## src/sv/hkc_ram.sv

```systemverilog
// Generic single-write, single-read synchronous RAM with registered read data.
// No dependencies.
module hkc_ram #(
   parameter int WIDTH = 8,
   parameter int DEPTH = 16
) (
   input  logic                     clock,
   input  logic                     wr_en,
   input  logic [$clog2(DEPTH)-1:0] wr_addr,
   input  logic [WIDTH-1:0]         wr_data,
   input  logic [$clog2(DEPTH)-1:0] rd_addr,
   output logic [WIDTH-1:0]         rd_data
);

   logic [WIDTH-1:0] mem_ff [DEPTH];
   logic [WIDTH-1:0] rd_data_ff;

   // Write port
   always_ff @(posedge clock) begin
      if (wr_en) begin
         mem_ff[wr_addr] <= wr_data;
      end
   end

   // Registered read port, read every cycle
   always_ff @(posedge clock) begin
      rd_data_ff <= mem_ff[rd_addr];
   end

   assign rd_data = rd_data_ff;

endmodule

```

## config.mk

```make
export PLATFORM = sky130hd
export DESIGN_NAME = hkc_ram
export DESIGN_NICKNAME = d
export VERILOG_FILES = /design/src/sv/hkc_ram.sv
export SDC_FILE = /design/constraint.sdc
export NUM_CORES = 1
export LEC_CHECK = 0
export BUFFER_PORTS_ARGS = -buffer_cell sky130_fd_sc_hd__buf_2
export CAP_MARGIN = 0
export CORE_ASPECT_RATIO = 1.1
export CORE_UTILIZATION = 54
export CTS_CLUSTER_SIZE = 25
export DETAILED_ROUTE_END_ITERATION = 8
export PLACE_DENSITY = 0.74
export REMOVE_ABC_BUFFERS = 1
export SLEW_MARGIN = 40
export SYNTH_ARGS = -nofsm -noshare
export SYNTH_HDL_FRONTEND = slang
export SYNTH_SLANG_ARGS = --single-unit
```

## constraint.sdc

```tcl
create_clock -name clock -period 1.8 [get_ports clock]
set_clock_uncertainty 0.15 [all_clocks]
set_input_delay 0.09 -clock clock [delete_from_list [all_inputs] [get_ports clock]]
set_output_delay 0.09 -clock clock [all_outputs]
set_load 0.005 [all_outputs]
```

Word level (Yosys, flattened, before mapping)
Memory sizes are Yosys's and may differ from the RTL's. A register that Yosys moved wholly into a read port is not among the register bits.
Index checks and enable logic that the tools add are counted.

cells by class
  add/subtract/negate cells = 0
  multipliers = 0
  div/mod/pow operators = 0
  magnitude comparators = 0
  equality and inequality tests = 0
  shift operators = 0
  mux-type cells = 2
  bitwise gates (word level) = 0
  reduce and logical (&&, ||, !) cells = 0

operators by type and width
  operator  count
  $mux 1    2

word-level totals
  bits in registers = 0
  bits in latches = 0
  bits in writable memories = 128
  ROM bits = 0
  output and inout port bits = 8
  logic and storage cells = 3
  memories kept = 1

memory list
  name    depth  bits a word  read ports  clocked after Yosys merged registers in  write ports  RTL line  text
  mem_ff  16     8            1           1                                        1            15        logic [WIDTH-1:0] mem_ff [DEPTH];

Depth between registers and ports, before layout
Gate-level depths: netlist of the first run.

  depth in word-level cells = 2
  gate-level depth with buffers = 5
  depth with buffers taken out = 3

Worst setup path before layout of the first run
OpenSTA, ideal clock, no wires.

  kind = input -> register
  start = input wr_addr[2]
  end = memory mem_ff[0][0], enable pin
  library setup time = 0.383 ns
  arrival time = 1.200 ns
  required time = 1.267 ns
  path slack = 0.067 ns
  cell stages on the path = 2
  buffers on the path = 0
  cells stage by stage = or3b_2 nor3_1

RTL lines
  item                RTL line  text
  start: declaration  9         input logic [$clog2(DEPTH)-1:0] wr_addr,
  end: declaration    15

No word-level cell before the write port.

==> results of run 1 <==
-- state kept, by name (all words and copies together) (netlist names) --
signal   cells
mem_ff     128
rd_data      8
-- critical path: cells and delay by family --
kind            cells  cell delay, ps
buf+inv             4            1370
compound gates      1             300
simple gates        2             120
-- area by class of cell --
cell class	instances	area, um2	area share
Sequential cell	136	4000	0.641
Multi-Input combinational cell	83	1060	0.169
Clock inverter	10	151	0.0242
Timing Repair Buffer	61	455	0.0729
Clock buffer	22	433	0.0693
Tap cell	117	146	0.0234
-- where the power goes --
part	internal (mW)	switching [mW]
Sequential	3.54	0.0227
Combinational	0.165	0.177
Clock	2.23	1.18
-- cell usage in the layout, fill, tap and decap left out --
cell / instances
a22oi_1: 16
and2_1: 1
and2b_1: 1
buf_12: 2
buf_2: 25
buf_4: 20
bufinv_16: 4
clkbuf_1: 5
clkbuf_16: 16
clkbuf_8: 1
clkinv_1: 1
clkinv_2: 4
clkinvlp_4: 1
dfxtp_1: 8
dlygate4sd3_1: 14
edfxtp_1: 128
mux4_1: 14
mux4_2: 18
nand2_1: 9
nand2b_1: 2
nand3_1: 1
nand3b_1: 2
nor2_1: 13
nor2b_1: 1
nor3_1: 4
or3b_2: 1
-- kinds of logic (layout without fill, tap and decap cells) --
group	after synthesis	count (layout)	synth area share
multiplexers	32	32	0.150
flip-flops	136	136	0.778
AO/OA/AOI/OAI	16	16	0.0233
buffers and inverters	10	93	0.0168
AND/OR/NAND/NOR	35	35	0.0318
-- routing by layer --
| layer | global-route usage | part of all wire | wire length (um) |
|---|---|---|---|
| met4 | 0.0942 | 0.020 | 189 |
| met3 | 0.0607 | 0.045 | 423 |
| met5 | 0 | 0 | 0 |
| met1 | 0.281 | 0.42 | 3950 |
| met2 | 0.334 | 0.51 | 4840 |
-- metrics by stage --
step           hold WS (ps)  cell area [um2]  utilization  cells  worst slack, ps
4_1_cts                49.8             6250        0.671    429              180
6_report               71.3             6250        0.671    429              159
5_1_grt                85.0             6250        0.671    429              101
3_5_place_dp            323             5520        0.594    383             85.8
2_1_floorplan          38.9             5060            -    219             67.1
3_3_place_gp            317             5520        0.594    383             84.3
-- final timing paths --
check / to / slack, ps / from
worst max-delay path: rd_data[0]$_DFF_P_ / 160 / rd_addr[2]
worst min-delay path: mem_ff[15][0]$_DFFE_PP_ / 70 / wr_addr[2]
worst min register to register: rd_data[5]$_DFF_P_ / 520 / mem_ff[6][5]$_DFFE_PP_
worst max register to register: rd_data[0]$_DFF_P_ / 260 / mem_ff[1][0]$_DFFE_PP_
==> flow_summary_export.csv, run 1 <==
group,metric,value,unit
global_route,grt_pass1_vias,2556,
clocking,clock_sinks,136,
setup_path,cpMostUsedCell,"dlygate4sd3_1",
setup_path,crit_path_max_incr_delay,550,ps
logic_synthesis,yosysMostFrequentCell,"edfxtp_1",
timing,rsz0062_at_grt,"false",
clocking,ctsRootBufferMaster,"clkbuf_8",
final_layout,fillers,621,
setup_path,critPathSlowestCell,"dlygate4sd3_1",
power_and_ir_drop,p_leak,2.17,nW
clocking,clk_pin_slew,60,ps
floorplanning,die_x,95.1,um
logic_synthesis,yosys.area.top_type,"edfxtp_1",
timing,timing.slew.headroom,0.747,
clocking,cts_buffers,17,
global_route,overflow,0,
global_route,antenna_found_initial,0,
min_path,hold_class,"in -> reg",
routing,wirelength,9.40,mm
global_route,grt_util_all_layers,0.214,
final_layout,area_delta_synth_final,21.4,%
timing,fin_crit,1640,ps
timing,hold_viol,0,
floorplanning,row_count,37,
setup_path,cp.required,2050,ps
timing,clock.fmax,609,MHz
logic_synthesis,yosys_warnings,0,
floorplanning,die_h,104,um
clocking,cts_hold_buf,14,
clocking,cts_setup_buffers,0,
final_layout,finalNetCount,317,
global_route,grt_pass1_wl,14.3,mm
routing,via_per_inst,5.74,
logic_synthesis,synth_cells,229,
floorplanning,dieArea,9930,um2
min_path,min_path_cells,4,
floorplanning,boundaryPins,26,
place,gp_congestion,0.702,
timing,worst_pin_slew,380,ps
clocking,cts_tree,"yes",
routing,drc_errors,0,
power_and_ir_drop,power_density,1170,nW/um2
logic_synthesis,synth_top_area_frac,0.747,
setup_path,end_kind,"register",
timing,final.setup.tns,0,ps
logic_synthesis,yosys-top-cells-count,"edfxtp_1 (128), mux4_2 (18), a22oi_1 (16)",
routing,final_antenna_net_count,0,
run,drv_cap,0,
setup_path,cp_cell_sequence,"dlygate4sd3_1 > buf_2 > nor2_1 > dlygate4sd3_1 > buf_4 > a22oi_1 > nand2_1",
place,portBuffers,25,
logic_synthesis,ys_seq_area_frac,0.778,
logic_synthesis,syn_area,5150,um2
timing,finalCritPeriodShare,0.912,
routing,drt_iter0_drc,90,
setup_path,critPathMaxFanout,8,
run_status,status,"completed",
setup_path,worstRegToRegCells,3,
floorplanning,start_util,0.553,
global_route,grt_max_degree,33,
timing,slew_violations,0,
logic_synthesis,async_flop_share,0,
power_and_ir_drop,power,7.32,mW
logic_synthesis,syn_avg_cell_area,22.5,um2
clocking,htreeDepth,4,
setup_path,startpoint_type,"input pin",
logic_synthesis,synth.distinct_cells,19,
logic_synthesis,ys.flop_type,"edfxtp_1",
routing,dr.pass1.iters,4,
logic_synthesis,synth_edf_count,128,
routing,vias,2464,
logic_synthesis,yosys-top-cells-area,"edfxtp_1 (75%), mux4_2 (7.9%), mux4_1 (7.1%)",
power_and_ir_drop,worst_ir_drop_vdd,0.738,mV
place,dp_hpwl,5.85,mm
timing,final-setup-viol-count,0,
logic_synthesis,synth_seq_cells,136,
routing,post_drt_wl_per_cell,21.9,um
floorplanning,core-area,9310,um2
setup_path,path_class,"in -> reg",
clocking,clock_path_buffers,2,
final_layout,antenna_cells,0,
final_layout,drive_above_1_share,0.295,
setup_path,crit_arrival,1890,ps
clocking,clock_latency,510,ps
clocking,cts_resized,0,
Power figures use the tool's default switching activity.
==> run 2: changes to the inputs <==
Settings changed: CORE_UTILIZATION 54 to 55, CTS_BUF_LIST set to sky130_fd_sc_hd__clkbuf_2, PLACE_DENSITY 0.74 to 0.76.
==> flow_summary_export.csv, run 2 (synthesis gave the netlist of run 1 again) <==
group,metric,value,unit
global_route,grt_max_degree,33,
clocking,cts_buffers,17,
floorplanning,start_util,0.574,
floorplanning,row_count,36,
routing,drc_errors,0,
setup_path,critPathCapture,"mem_ff[12][4]$_DFFE_PP_",
power_and_ir_drop,combPwrFrac,0.066,
timing,timing.slew.headroom,0.723,
clocking,ctsRootBufferMaster,"clkbuf_2",
power_and_ir_drop,p_leak,2.04,nW
routing,dr.pass1.iters,5,
routing,via_per_inst,5.79,
setup_path,critPathMaxFanout,8,
global_route,grt_pass1_wl,13.8,mm
power_and_ir_drop,power_density,924,nW/um2
routing,drt_iter0_drc,149,
final_layout,seqCellArea,4000,um2
run_status,status,"completed",
place,portBuffers,25,
place,gp_congestion,0.701,
timing,finalCritPeriodShare,0.892,
timing,setup_ws,194,ps
clocking,clock_latency,660,ps
timing,rsz0062_at_grt,"false",
global_route,overflow,0,
clocking,htreeDepth,4,
floorplanning,boundaryPins,26,
timing,fin_hold_ws,182,ps
setup_path,r2r_slack,310,ps
clocking,clock_path_buffers,2,
floorplanning,dieArea,9750,um2
timing,final-setup-viol-count,0,
final_layout,mostFrequentLayoutCell,"edfxtp_1",
clocking,cts_setup_buffers,0,
setup_path,startpoint_type,"input pin",
setup_path,worstRegToRegCells,3,
min_path,hold_class,"in -> reg",
final_layout,final_cell_mix,"edfxtp_1 (128), buf_2 (25), dlygate4sd3_1 (22)",
floorplanning,die_h,103,um
final_layout,top_register,"mem_ff",
setup_path,crit_arrival,1840,ps
routing,final_antenna_net_count,0,
setup_path,worst_r2r_startpoint,"mem_ff[2][0]$_DFFE_PP_",
final_layout,fillers,598,
routing,post_drt_wl_per_cell,21.1,um
final_layout,finalNetCount,325,
timing,final.setup.tns,0,ps
place,pre_cts_slack,115,ps
setup_path,setup.worst_path.start,"wr_en",
routing,wirelength,9.16,mm
setup_path,end_kind,"register",
final_layout,multi_input_area,1060,um2
place,dp_hpwl,6.01,mm
timing,fin_crit,1610,ps
setup_path,path_class,"in -> reg",
run,drv_cap,0,
timing,worst_pin_slew,416,ps
power_and_ir_drop,internal_power,4.22,mW
clocking,cts_tree,"yes",
final_layout,largest_reg_flops,128,
power_and_ir_drop,sw_frac_of_total,0.236,
final_layout,antenna_cells,0,
power_and_ir_drop,switchingPower,1.30,mW
power_and_ir_drop,power,5.52,mW
setup_path,r2r-end,"rd_data[0]$_DFF_P_",
global_route,antenna_found_initial,0,
final_layout,area_delta_synth_final,16.2,%
power_and_ir_drop,p_clk_frac,0.290,
setup_path,cp.required,2030,ps
global_route,grt_pass1_vias,2557,
global_route,grt_util_all_layers,0.212,
clocking,clk_pin_slew,210,ps
power_and_ir_drop,worst_ir_drop_vdd,0.504,mV
final_layout,drive_above_1_share,0.303,
power_and_ir_drop,p_seq_frac,0.644,
floorplanning,core-area,8960,um2
routing,vias,2512,
floorplanning,die_x,94.2,um
timing,clock.fmax,622,MHz
clocking,clock_sinks,136,
timing,hold_viol,0,
timing,slew_violations,0,
-- run 2: critical path: stages --
cell and delay (ps):
buf_2 110, dlygate4sd3_1 550, nand3_1 80, dlygate4sd3_1 600, nor3_1 180, buf_4 220
-- run 2: metal layers --
metal,GRT usage,vias to the layer above,part of all wire
li1,-,1126,-
met1,0.272,1269,0.42
met2,0.343,104,0.50
met3,0.0643,13,0.063
met4,0.0840,0,0.018
met5,0,-,0
-- run 2: cell type report --
cell class	count	share of cell area
Multi-Input combinational cell	83	0.177
Timing Repair Buffer	69	0.0937
Tap cell	114	0.0239
Sequential cell	136	0.670
Clock buffer	18	0.0151
Clock inverter	14	0.0209
-- run 2: worst min-delay path by stage --
stage	endpoint	cells after the start	slack [ps]	startpoint
after floorplan	mem_ff[0][0]$_DFFE_PP_	0	40	wr_data[0]
after global placement	mem_ff[14][1]$_DFFE_PP_	1	320	wr_data[1]
after detailed placement	rd_data[7]	1	320	rd_data[7]$_DFF_P_
after CTS	mem_ff[5][1]$_DFFE_PP_	2	130	wr_data[1]
after global routing	mem_ff[5][1]$_DFFE_PP_	2	90	wr_data[1]
final	mem_ff[3][3]$_DFFE_PP_	2	180	wr_data[3]
-- run 2: stage by stage --
stage / util / cell area, um2 / std cells
floorplan: - / 5060 / 219
global placement: 0.619 / 5540 / 380
detailed placement: 0.619 / 5540 / 380
CTS: 0.667 / 5980 / 434
global route: 0.667 / 5980 / 434
finish: 0.667 / 5980 / 434
-- run 2: timing repair --
item	4_1_cts	5_1_grt
gates resized for setup	0	0
endpoints found under the setup margin	0	0
hold endpoints to repair	264	0
hold buffers	22	0
-- run 2: power groups by stage --
stage | clock (mW) | sequential, mW | combinational [mW]
floorplan | 0 | 3.62 | 0.142
global placement | 0 | 3.62 | 0.324
detailed placement | 0 | 3.63 | 0.336
CTS | 1.64 | 3.56 | 0.370
global route | 1.75 | 3.56 | 0.397
finish | 1.60 | 3.56 | 0.363
